### src/rtl/dslr_pkg.sv
// Shared types and constants for the duty slew-rate limiter.
// Used by every module under rtl; depends on nothing else.
`default_nettype none

package dslr_pkg;

  localparam int DUTY_W  = 15;
  localparam int TICK_W  = 16;
  localparam int SPEED_W = 16;
  localparam int KIND_W  = 2;
  localparam int CFG_W   = 16;
  localparam int IDX_W   = 3;
  localparam int PROD_W  = SPEED_W + DUTY_W;

  typedef enum logic [KIND_W-1:0] {
    KIND_STEP = 2'd0,
    KIND_ZERO = 2'd1,
    KIND_INIT = 2'd2
  } kind_t;

  typedef enum logic [IDX_W-1:0] {
    REG_BIG_STEP   = 3'd0,
    REG_SMALL_STEP = 3'd1,
    REG_GAP_THRESH = 3'd2,
    REG_RAMP_PER   = 3'd3,
    REG_FULL_SCALE = 3'd4
  } reg_idx_t;

  localparam logic [DUTY_W-1:0] BIG_STEP_RST   = 15'd100;
  localparam logic [DUTY_W-1:0] SMALL_STEP_RST = 15'd10;
  localparam logic [DUTY_W-1:0] GAP_THRESH_RST = 15'd500;
  localparam logic [TICK_W-1:0] RAMP_PER_RST   = 16'd1;
  localparam logic [DUTY_W-1:0] FULL_SCALE_RST = 15'd4000;

  typedef struct packed {
    logic [KIND_W-1:0]  kind;
    logic [SPEED_W-1:0] speed_target;
    logic [TICK_W-1:0]  now_ms;
  } cmd_t;

  typedef struct packed {
    logic [DUTY_W-1:0] duty;
    logic              duty_written;
  } res_t;

  typedef struct packed {
    logic [DUTY_W-1:0] big_step;
    logic [DUTY_W-1:0] small_step;
    logic [DUTY_W-1:0] gap_threshold;
    logic [TICK_W-1:0] ramp_period;
    logic [DUTY_W-1:0] duty_full_scale;
  } cfg_t;

  // Request after the front stage: the target duty is already scaled.
  typedef struct packed {
    logic [KIND_W-1:0] kind;
    logic [TICK_W-1:0] now_ms;
    logic [DUTY_W-1:0] target;
  } stage_t;

endpackage

`default_nettype wire

### src/rtl/dslr_cfg.sv
// Configuration register bank of the duty slew-rate limiter.
// Depends on dslr_pkg for the register indexes and reset values.
`default_nettype none

module dslr_cfg (
  input  wire logic                         clk,
  input  wire logic                         rst,
  input  wire logic                         cfg_we,
  input  wire logic [dslr_pkg::IDX_W-1:0]   cfg_index,
  input  wire logic [dslr_pkg::CFG_W-1:0]   cfg_data,
  output dslr_pkg::cfg_t                    cfg
);

  always_ff @(posedge clk) begin
    if (rst) begin
      cfg.big_step        <= dslr_pkg::BIG_STEP_RST;
      cfg.small_step      <= dslr_pkg::SMALL_STEP_RST;
      cfg.gap_threshold   <= dslr_pkg::GAP_THRESH_RST;
      cfg.ramp_period     <= dslr_pkg::RAMP_PER_RST;
      cfg.duty_full_scale <= dslr_pkg::FULL_SCALE_RST;
    end else if (cfg_we) begin
      case (cfg_index)
        dslr_pkg::REG_BIG_STEP:   cfg.big_step        <= cfg_data[dslr_pkg::DUTY_W-1:0];
        dslr_pkg::REG_SMALL_STEP: cfg.small_step      <= cfg_data[dslr_pkg::DUTY_W-1:0];
        dslr_pkg::REG_GAP_THRESH: cfg.gap_threshold   <= cfg_data[dslr_pkg::DUTY_W-1:0];
        dslr_pkg::REG_RAMP_PER:   cfg.ramp_period     <= cfg_data[dslr_pkg::TICK_W-1:0];
        dslr_pkg::REG_FULL_SCALE: cfg.duty_full_scale <= cfg_data[dslr_pkg::DUTY_W-1:0];
        default: ;
      endcase
    end
  end

endmodule

`default_nettype wire

### src/rtl/dslr_front.sv
// Input stage: registers each request together with its scaled target duty.
// Depends on dslr_pkg for the request and stage types.
`default_nettype none

module dslr_front (
  input  wire logic                           clk,
  input  wire logic                           rst,
  input  wire logic                           take,
  input  wire logic                           advance,
  input  wire dslr_pkg::cmd_t                 cmd,
  input  wire logic [dslr_pkg::DUTY_W-1:0]    duty_full_scale,
  output logic                                s1_valid,
  output dslr_pkg::stage_t                    s1
);

  logic [dslr_pkg::PROD_W-1:0] prod;

  // A Q16 speed times a 15-bit full scale, shifted down by 16, always fits in
  // the duty width, so the saturation of the target never engages.
  assign prod = dslr_pkg::PROD_W'(cmd.speed_target) * dslr_pkg::PROD_W'(duty_full_scale);

  always_ff @(posedge clk) begin
    if (rst) begin
      s1_valid <= 1'b0;
    end else if (take) begin
      s1_valid <= 1'b1;
    end else if (advance) begin
      s1_valid <= 1'b0;
    end
  end

  always_ff @(posedge clk) begin
    if (take) begin
      s1.kind   <= cmd.kind;
      s1.now_ms <= cmd.now_ms;
      s1.target <= prod[dslr_pkg::PROD_W-1:dslr_pkg::SPEED_W];
    end
  end

endmodule

`default_nettype wire

### src/rtl/dslr_update.sv
// Update stage: holds the duty and tick state, registers the result, and
// applies one request per cycle unless the result stalls. Depends on dslr_pkg.
`default_nettype none

module dslr_update (
  input  wire logic             clk,
  input  wire logic             rst,
  input  wire logic             s1_valid,
  input  wire dslr_pkg::stage_t s1,
  input  wire dslr_pkg::cfg_t   cfg,
  input  wire logic             res_stall,
  output logic                  advance,
  output logic                  res_valid,
  output dslr_pkg::res_t        res
);

  logic [dslr_pkg::DUTY_W-1:0] duty_level;
  logic [dslr_pkg::DUTY_W-1:0] duty_level_next;
  logic [dslr_pkg::TICK_W-1:0] tick_mark;
  logic [dslr_pkg::TICK_W-1:0] tick_mark_next;
  logic                        written_next;
  logic                        moves;
  logic [dslr_pkg::TICK_W-1:0] elapsed;
  logic                        rising;
  logic [dslr_pkg::DUTY_W-1:0] gap;
  logic [dslr_pkg::DUTY_W-1:0] step_raw;
  logic [dslr_pkg::DUTY_W-1:0] step;

  assign advance = !res_valid || !res_stall;
  assign moves   = s1_valid && advance;

  // The subtraction wraps at the tick width, which handles tick rollover.
  assign elapsed  = s1.now_ms - tick_mark;
  assign rising   = s1.target > duty_level;
  assign gap      = rising ? (s1.target - duty_level) : (duty_level - s1.target);
  assign step_raw = (gap > cfg.gap_threshold) ? cfg.big_step : cfg.small_step;
  assign step     = (step_raw > gap) ? gap : step_raw;

  always_comb begin
    duty_level_next = duty_level;
    tick_mark_next  = tick_mark;
    written_next    = 1'b0;
    case (s1.kind)
      dslr_pkg::KIND_ZERO: begin
        duty_level_next = '0;
        written_next    = 1'b1;
      end
      dslr_pkg::KIND_INIT: begin
        duty_level_next = '0;
        tick_mark_next  = s1.now_ms;
        written_next    = 1'b1;
      end
      dslr_pkg::KIND_STEP: begin
        if (elapsed >= cfg.ramp_period) begin
          tick_mark_next = s1.now_ms;
          // A zero step still counts as a write to the PWM.
          if (s1.target != duty_level) begin
            duty_level_next = rising ? (duty_level + step) : (duty_level - step);
            written_next    = 1'b1;
          end
        end
      end
      default: ;
    endcase
  end

  always_ff @(posedge clk) begin
    if (rst) begin
      duty_level <= '0;
      tick_mark  <= '0;
      res_valid  <= 1'b0;
    end else begin
      if (moves) begin
        duty_level <= duty_level_next;
        tick_mark  <= tick_mark_next;
        res_valid  <= 1'b1;
      end else if (!res_stall) begin
        res_valid  <= 1'b0;
      end
    end
  end

  always_ff @(posedge clk) begin
    if (moves) begin
      res.duty         <= duty_level_next;
      res.duty_written <= written_next;
    end
  end

endmodule

`default_nettype wire

### src/rtl/duty_slew_rate_limiter.sv
// Duty slew-rate limiter: takes one request per clock while the result side
// does not stall and returns one result per request via the front-stage and
// output registers. The first stage scales the Q16 speed target by the
// full-scale duty; the second stage holds the current duty and last tick,
// and its state update sets that rate. One request can still enter the front
// stage while an earlier result waits in the output register.
// Depends on dslr_pkg, dslr_cfg, dslr_front and dslr_update.
`default_nettype none

module duty_slew_rate_limiter (
  input  wire logic                         clk,
  input  wire logic                         rst,
  input  wire logic                         cmd_valid,
  output logic                              cmd_stall,
  input  wire dslr_pkg::cmd_t               cmd,
  output logic                              res_valid,
  input  wire logic                         res_stall,
  output dslr_pkg::res_t                    res,
  input  wire logic                         cfg_we,
  input  wire logic [dslr_pkg::IDX_W-1:0]   cfg_index,
  input  wire logic [dslr_pkg::CFG_W-1:0]   cfg_data
);

  dslr_pkg::cfg_t   cfg;
  dslr_pkg::stage_t s1;
  logic             s1_valid;
  logic             advance;
  logic             take;

  assign cmd_stall = s1_valid && !advance;
  assign take      = cmd_valid && !cmd_stall;

  dslr_cfg u_cfg (
    .clk       (clk),
    .rst       (rst),
    .cfg_we    (cfg_we),
    .cfg_index (cfg_index),
    .cfg_data  (cfg_data),
    .cfg       (cfg)
  );

  dslr_front u_front (
    .clk             (clk),
    .rst             (rst),
    .take            (take),
    .advance         (advance),
    .cmd             (cmd),
    .duty_full_scale (cfg.duty_full_scale),
    .s1_valid        (s1_valid),
    .s1              (s1)
  );

  dslr_update u_update (
    .clk       (clk),
    .rst       (rst),
    .s1_valid  (s1_valid),
    .s1        (s1),
    .cfg       (cfg),
    .res_stall (res_stall),
    .advance   (advance),
    .res_valid (res_valid),
    .res       (res)
  );

endmodule

`default_nettype wire

### config.mk
export PLATFORM = sky130hd
export DESIGN_NAME = duty_slew_rate_limiter
export DESIGN_NICKNAME = d
export VERILOG_FILES = /design/src/rtl/dslr_pkg.sv /design/src/rtl/dslr_cfg.sv /design/src/rtl/dslr_front.sv /design/src/rtl/dslr_update.sv /design/src/rtl/duty_slew_rate_limiter.sv
export SDC_FILE = /design/constraint.sdc
export NUM_CORES = 1
export LEC_CHECK = 0
export BUFFER_PORTS_ARGS = -buffer_cell sky130_fd_sc_hd__buf_4
export CAP_MARGIN = 40
export CORE_MARGIN = 5
export CORE_UTILIZATION = 30
export DETAILED_ROUTE_END_ITERATION = 10
export PLACE_DENSITY = 0.5
export SLEW_MARGIN = 20
export SYNTH_ARGS = -nofsm -noshare
export SYNTH_HDL_FRONTEND = slang
export SYNTH_HIERARCHICAL = 1
export SYNTH_SLANG_ARGS = --single-unit
### constraint.sdc
create_clock -name clk -period 11.05 [get_ports clk]
set_clock_uncertainty 0.2 [all_clocks]
set_input_delay 1.105 -clock clk [delete_from_list [all_inputs] [get_ports clk]]
set_output_delay 1.105 -clock clk [all_outputs]
set_load 0.005 [all_outputs]
### Yosys cells after proc, flatten, opt, wreduce, memory -nomap -nowiden

Cells that the tools add are included.
W data, S select, Z words.

* register bits after elaboration: 158
* output and inout port bits: 18

* eq/ne operators: 9
* $add $sub $neg: 5
* multipliers: 1
* order comparisons: 4
* reduce and logical (&&, ||, !) cells: 19
* multiplexer cells: 16

Operator list (number)
* $mux W15: 6
* $gt A15 B15 Y1: 3
* $sub A15 B15 Y15: 3
* $pmux W16 S2: 1
* $mul A16 B15 Y31: 1
* $pmux W15 S2: 1
* $ge A16 B16 Y1: 1
* $mux W16: 1
* $sub A16 B16 Y16: 1
* $add A15 B15 Y15: 1
* $ne A15 B15 Y1: 1
* $reduce_and A2 Y1: 5
* $eq A3 B2 Y1 const B: 2
* $mux W1: 6
* $logic_not A1 Y1: 4
* $ne A2 B1 Y1 const B: 2
* $reduce_bool A2 Y1: 2
* $eq A3 B1 Y1 const B: 1
* $eq A3 B3 Y1 const B: 1
* $logic_and A1 B1 Y1: 3
* $logic_not A3 Y1: 1
* $reduce_and A3 Y1: 1
* $eq A2 B1 Y1 const B: 1
* $eq A2 B2 Y1 const B: 1
* 4 further kinds: 4

### Depth between registers and ports, before layout

* word-level depth: 11
* gate-level depth with buffers: 48
* depth with buffers taken out: 45

### Modules after synthesis

Netlist, hierarchy kept.

Modules (own cells, without submodules)
* dslr_front: cells each 928, area an instance 8778.4 um^2, seq. area each 1011.0 um^2, instances 1
* dslr_update: cells each 837, area an instance 6642.6 um^2, seq. area each 1121.1 um^2, instances 1
* dslr_cfg: cells each 285, area an instance 3050.4 um^2, seq. area each 1521.5 um^2, instances 1
* duty_slew_rate_limiter: cells each 2, area an instance 22.5 um^2, seq. area each 0.0 um^2, instances 1

### Worst setup path before layout

Ideal clock, no wire load.

* path kind: register to register
* start: register u_front/s1[8] (netlist name)
* end: register u_update/duty_level[14] (netlist name)
* library setup time: 0.092 ns
* slack: 0.894 ns
* cell stages (with the launch flop): 45
* arrival: 9.864 ns
* cell sequence: edfxtp_1 -> inv_1 -> ha_1 -> buf_6 -> a21oi_4 -> o21ai_2 -> a311o_1 -> o21ai_2 -> mux2_2 -> a31oi_1 -> xor2_1 -> inv_1 -> ha_1 -> nand3_1 -> nor3_1 -> o21ai_0 -> a22oi_1 -> clkbuf_1 -> (+9 left out) -> nor2_1 -> a21oi_1 -> or4_1 -> o21ai_0 -> xnor2_1 -> ha_1 -> or2_2 -> a21oi_1 -> a21oi_1 -> a41o_1 -> nor4_1 -> nor3_1 -> a31o_2 -> or3_1 -> a211o_1 -> nand2_1 -> nor3_1 -> nor4_1

* cells in the longest elaborated chain, start to end: 11

RTL lines
* $sub A15 B15 Y15 / $gt A15 B15 Y1 (equally long branches): RTL line dslr_update.sv:35, dslr_update.sv:34
* $mux W15: RTL line dslr_update.sv:35 `assign gap = rising ? (s1.target - duty_level) : (duty_level - s1.target);`
* $gt A15 B15 Y1: RTL line dslr_update.sv:36 `assign step_raw = (gap > cfg.gap_threshold) ? cfg.big_step : cfg.small_step;`
* $mux W15: RTL line dslr_update.sv:36
* $gt A15 B15 Y1: RTL line dslr_update.sv:37 `assign step = (step_raw > gap) ? gap : step_raw;`
* $mux W15: RTL line dslr_update.sv:37
* $sub A15 B15 Y15 / $add A15 B15 Y15 (equally long branches): RTL line dslr_update.sv:58 `duty_level_next = rising ? (duty_level + step) : (duty_level - step);`
* $mux W15: RTL line dslr_update.sv:58
* $mux W15 *: RTL line dslr_update.sv:57 `if (s1.target != duty_level) begin`
* $mux W15 *: RTL line dslr_update.sv:54 `if (elapsed >= cfg.ramp_period) begin`
* $pmux W15 S2 *: RTL line dslr_update.sv:43 `case (s1.kind)`
* end signal: assignment: RTL line dslr_update.sv:74 `duty_level <= duty_level_next;`
* end: declaration: RTL line dslr_update.sv:17 `logic [dslr_pkg::DUTY_W-1:0] duty_level;`

Mark *: on every way between the ends. The rest lies on a longest branch, timed or not.
A chain may end at the register's enable or synchronous reset.

### Worst setup path after layout

* start: register u_front/s1[4] (netlist name)
* end: register u_update/duty_level[14] (netlist name)

* cells in the longest elaborated chain, start to end: 11

RTL lines (RTL line)
* $sub A15 B15 Y15 / $gt A15 B15 Y1 (equally long branches): dslr_update.sv:35, dslr_update.sv:34
* $mux W15: dslr_update.sv:35
* $gt A15 B15 Y1: dslr_update.sv:36
* $mux W15: dslr_update.sv:36
* $gt A15 B15 Y1: dslr_update.sv:37
* $mux W15: dslr_update.sv:37
* $sub A15 B15 Y15 / $add A15 B15 Y15 (equally long branches): dslr_update.sv:58
* $mux W15: dslr_update.sv:58
* $mux W15 *: dslr_update.sv:57
* $mux W15 *: dslr_update.sv:54
* $pmux W15 S2 *: dslr_update.sv:43

Marked as above.

==> impl_metrics.py <==
metrics = {
    "outcome": {
        "outcome": "complete, no violations",
    },
    "power": {
        "leakage_nw": 9.74,
        "powerDensity_mw_per_mm2": 234,
        "peakVddDrop_mv": 0.183,
    },
    "worst_setup_path": {
        "slowest_delay_ps": 530,
        "reg2reg_to": "u_update/duty_level[14]",
        "r2r_setup_slack_ps": 660,
        "rr_worst_depth": 40,
        "regToRegStartpoint": "u_front/s1[4]",
        "crit_top_cell": "ha_1",
        "path_max_fanout": 22,
        "critPathRequiredTime_ps": 11180,
        "cpMaxStageDelayCell": "or4_1",
        "critPathKind": "register to register",
        "timing.critical_path.buf_inv": 3,
        "worstSetupStartpointType": "register",
        "critPathCaptureType": "register",
        "cp.arrival_ps": 10520,
        "cp_top_family": "compound AO/OA/AOI/OAI gates",
    },
    "yosys": {
        "synth_compound_area_share_pct": 11.5,
        "syn_avg_cell_area_sq_um": 9.01,
        "synth-seq-cells": 158,
        "ys_types": 87,
        "synth_edf_count": 49,
        "synthXorXnorAreaFrac_pct": 2.89,
        "synth.area.mux_share_pct": 6.82,
        "synthAdderAreaFrac_pct": 33.3,
        "synth_fp_nets": 2493,
        "ys_seq_area_share_pct": 19.8,
        "synth_top_family_by_area": "adder cells",
        "synth-main-ff-cell": "dfxtp_1",
        "yosys_warnings": 6,
        "netlist_area_sq_mm": 0.0185,
        "synthCells": 2052,
        "synthSimpleGateAreaFrac_pct": 17.5,
        "synthArstFlopShare_pct": 0,
    },
    "clock_tree": {
        "clk_pin_slew_worst_paths_ps": 70,
        "tritoncts": "yes",
        "cts_sinks": 158,
        "htreeDepth": 4,
        "numCtsBuffers": 17,
        "clk_latency_ps": 440,
        "cts_buffer_depth": 2,
        "cts_root_buf": "clkbuf_16",
        "hold_buffers": 0,
    },
    "place": {
        "dp.final_hpwl_um": 39800,
        "place.gp.congestion": 0.842,
        "numPlacedInstances": 2861,
        "io_buffers": 75,
    },
    "sta": {
        "rsz0062_at_grt": "no",
        "period_share_pct": 94.0,
        "fmax_ghz": 0.0962,
        "worst_slew_pin_slew_ps": 789,
        "tns_ps": 0,
        "maxSlewHeadroom_pct": 47.4,
        "final_hold_viol_count": 0,
        "slew_violations": 0,
        "setup_viol": 0,
        "layout_min_cycle_time_ps": 10390,
    },
    "global_routing": {
        "grt_start_max_net_pins": 86,
        "grt_pass1_vias": 14500,
        "grt_antenna_before_repair": 1,
        "grt_usage_pct": 14.7,
        "grt_overflow_total": 0,
        "grt_pass1_wl_um": 79000,
    },
    "cells_and_area": {
        "n_antenna_cell": 0,
        "register_area_sq_mm": 0.00365,
        "fillers": 6273,
        "area.growth.synth_to_final_pct": 11.2,
        "drive_gt1_share_pct": 9.03,
        "finalNetCount": 2533,
        "multiInputGateArea_sq_mm": 0.0134,
        "final_cell_count_no_fill": 2895,
    },
    "drt": {
        "via_count": 14100,
        "detail_route.wl_per_cell_um": 17.1,
        "drtIter0Drc": 662,
        "drtAntennaViolNets": 0,
        "via_per_inst": 4.88,
        "drt_pre_antenna_iters": 5,
        "wl_um": 49600,
        "drc": 0,
    },
    "min_path": {
        "min_to": "u_cfg/cfg[26]",
        "hold_depth": 2,
        "holdCritPathClass": "register to register",
        "worstHoldStart": "u_cfg/cfg[26]",
    },
    "floorplan": {
        "io_pins": 76,
        "core_area_sq_mm": 0.0614,
        "rows": 91,
        "die_y_um": 258,
        "dieArea_sq_mm": 0.0667,
        "initial_utilization_pct": 30.1,
        "die_x_um": 258,
    },
    "run": {
        "cap_violations": 0,
    },
}
through the flow:
step | hold slack, ps | utilization [%] | cell area (sq um) | setup slack, ps | power [mW]
3_5_place_dp | 264 | 32.5 | 19900 | 383 | 4.21
4_1_cts | 278 | 33.4 | 20500 | 355 | 4.83
5_1_grt | 295 | 33.5 | 20600 | 42.1 | 5.31
3_3_place_gp | 260 | 32.4 | 19900 | 776 | 4.20
6_report | 278 | 33.5 | 20600 | 659 | 4.82
2_1_floorplan | 245 | - | 18500 | 894 | 3.28
report_power, final:
group | total (mW) | switching [mW] | internal (mW)
clock network | 0.592 | 0.276 | 0.316
registers | 0.749 | 0.0331 | 0.716
logic | 3.48 | 2.14 | 1.34
total | 4.82 | 2.45 | 2.37
layout by cell type (no fill, tap or decap), drive strengths merged, types with 11 or more instances in the layout:
master and count:
a211oi 17, a21o 37, a21oi 101, a22o 12
and2 145, buf 99, clkbuf 19, dfxtp 109
edfxtp 49, fa 183, ha 200, inv 315
mux2 16, mux2i 106, nand2 164, nand2b 80
nand3 19, nand4 17, nor2 127, nor2b 11
nor3 23, o21ai 57, o21bai 12, xnor2 42
xor2 19
synth_stat cells, drive strengths merged (9+ instances only):
| cell | number | area [sq um] |
|---|---|---|
| a22o | 12 | 105 |
| a21boi | 9 | 67.6 |
| nand2 | 164 | 616 |
| xor2 | 19 | 166 |
| nor3 | 23 | 115 |
| and3 | 10 | 63.8 |
| inv | 306 | 1150 |
| a31oi | 10 | 68.8 |
| a21o | 37 | 278 |
| fa | 183 | 3660 |
| a21oi | 101 | 543 |
| buf | 21 | 143 |
| nor2 | 127 | 487 |
| mux2i | 106 | 1070 |
| nand3 | 19 | 95.1 |
| dfxtp | 109 | 2180 |
| nand4 | 17 | 106 |
| xnor2 | 42 | 368 |
| clkbuf | 58 | 218 |
| o21ai | 57 | 297 |
| nor2b | 11 | 78.8 |
| nand2b | 80 | 500 |
| and2 | 145 | 907 |
| mux2 | 16 | 188 |
| o21bai | 12 | 90.1 |
| o211ai | 9 | 67.6 |
| edfxtp | 49 | 1470 |
| ha | 200 | 2500 |
| a211oi | 17 | 138 |
state kept, by name, summed over array words and instances, names as in the netlist:
name,cells
u_cfg/cfg,76
u_front/s1,33
u_front/s1_valid,1
u_update/duty_level,15
u_update/res,16
u_update/res_valid,1
u_update/tick_mark,16
area by class of cell:
type	count	area share (%)
clock buffers	19	2.26
clock inverters	13	0.572
well taps	790	4.81
multi-input cells	1510	65.2
repair buffers	99	3.80
flip-flops and latches	158	17.8
inverters	306	5.58
cells by family (layout without fill, tap and decap cells):
| kind of cell | Yosys count | in the layout |
|---|---|---|
| xor+xnor | 61 | 61 |
| fa+ha+maj | 383 | 383 |
| flops | 158 | 158 |
| simple gates | 628 | 628 |
| buf+inv | 385 | 437 |
| compound gates | 315 | 316 |
| mux | 122 | 122 |
worst reg2reg max path, delay by kind of cell (launching register included):
| kind | cells | cell delay, ps |
|---|---|---|
| and+or+nand+nor | 13 | 2820 |
| muxes | 2 | 730 |
| AOI/OAI and AO/OA | 16 | 3920 |
| DFF | 1 | 350 |
| adders and majority gates | 4 | 1300 |
| xor gates and xnor gates | 2 | 560 |
| buffers and inverters | 3 | 410 |
per-layer routing:
metal	routed length (um)	part of all wire [%]	up-vias	track usage [%]
li1	-	-	6855	-
met1	24100	48	7006	20.5
met2	23200	47	224	24.5
met3	1720	3.5	39	2.17
met4	628	1.3	2	3.02
met5	13	0.026	-	0
worst max path at each step:
stage	slack, ps	depth (start not counted)	end	startpoint
floorplan	890	44	u_update/duty_level[14]	u_front/s1[8]
global placement	780	40	u_update/duty_level[14]	u_front/s1[5]
detailed placement	380	40	u_update/duty_level[14]	u_front/s1[6]
CTS	350	40	u_update/duty_level[14]	u_front/s1[6]
global route	40	40	u_update/duty_level[14]	u_front/s1[12]
finish	660	40	u_update/duty_level[14]	u_front/s1[4]
repair_timing:
item / CTS / global route
hold endpoints to repair: 0 / 0
gates resized for setup: 0 / 10
setup buffers: 0 / 1
setup endpoints to repair: 0 / 8
Note: power is estimated with default switching activity, not from simulation.
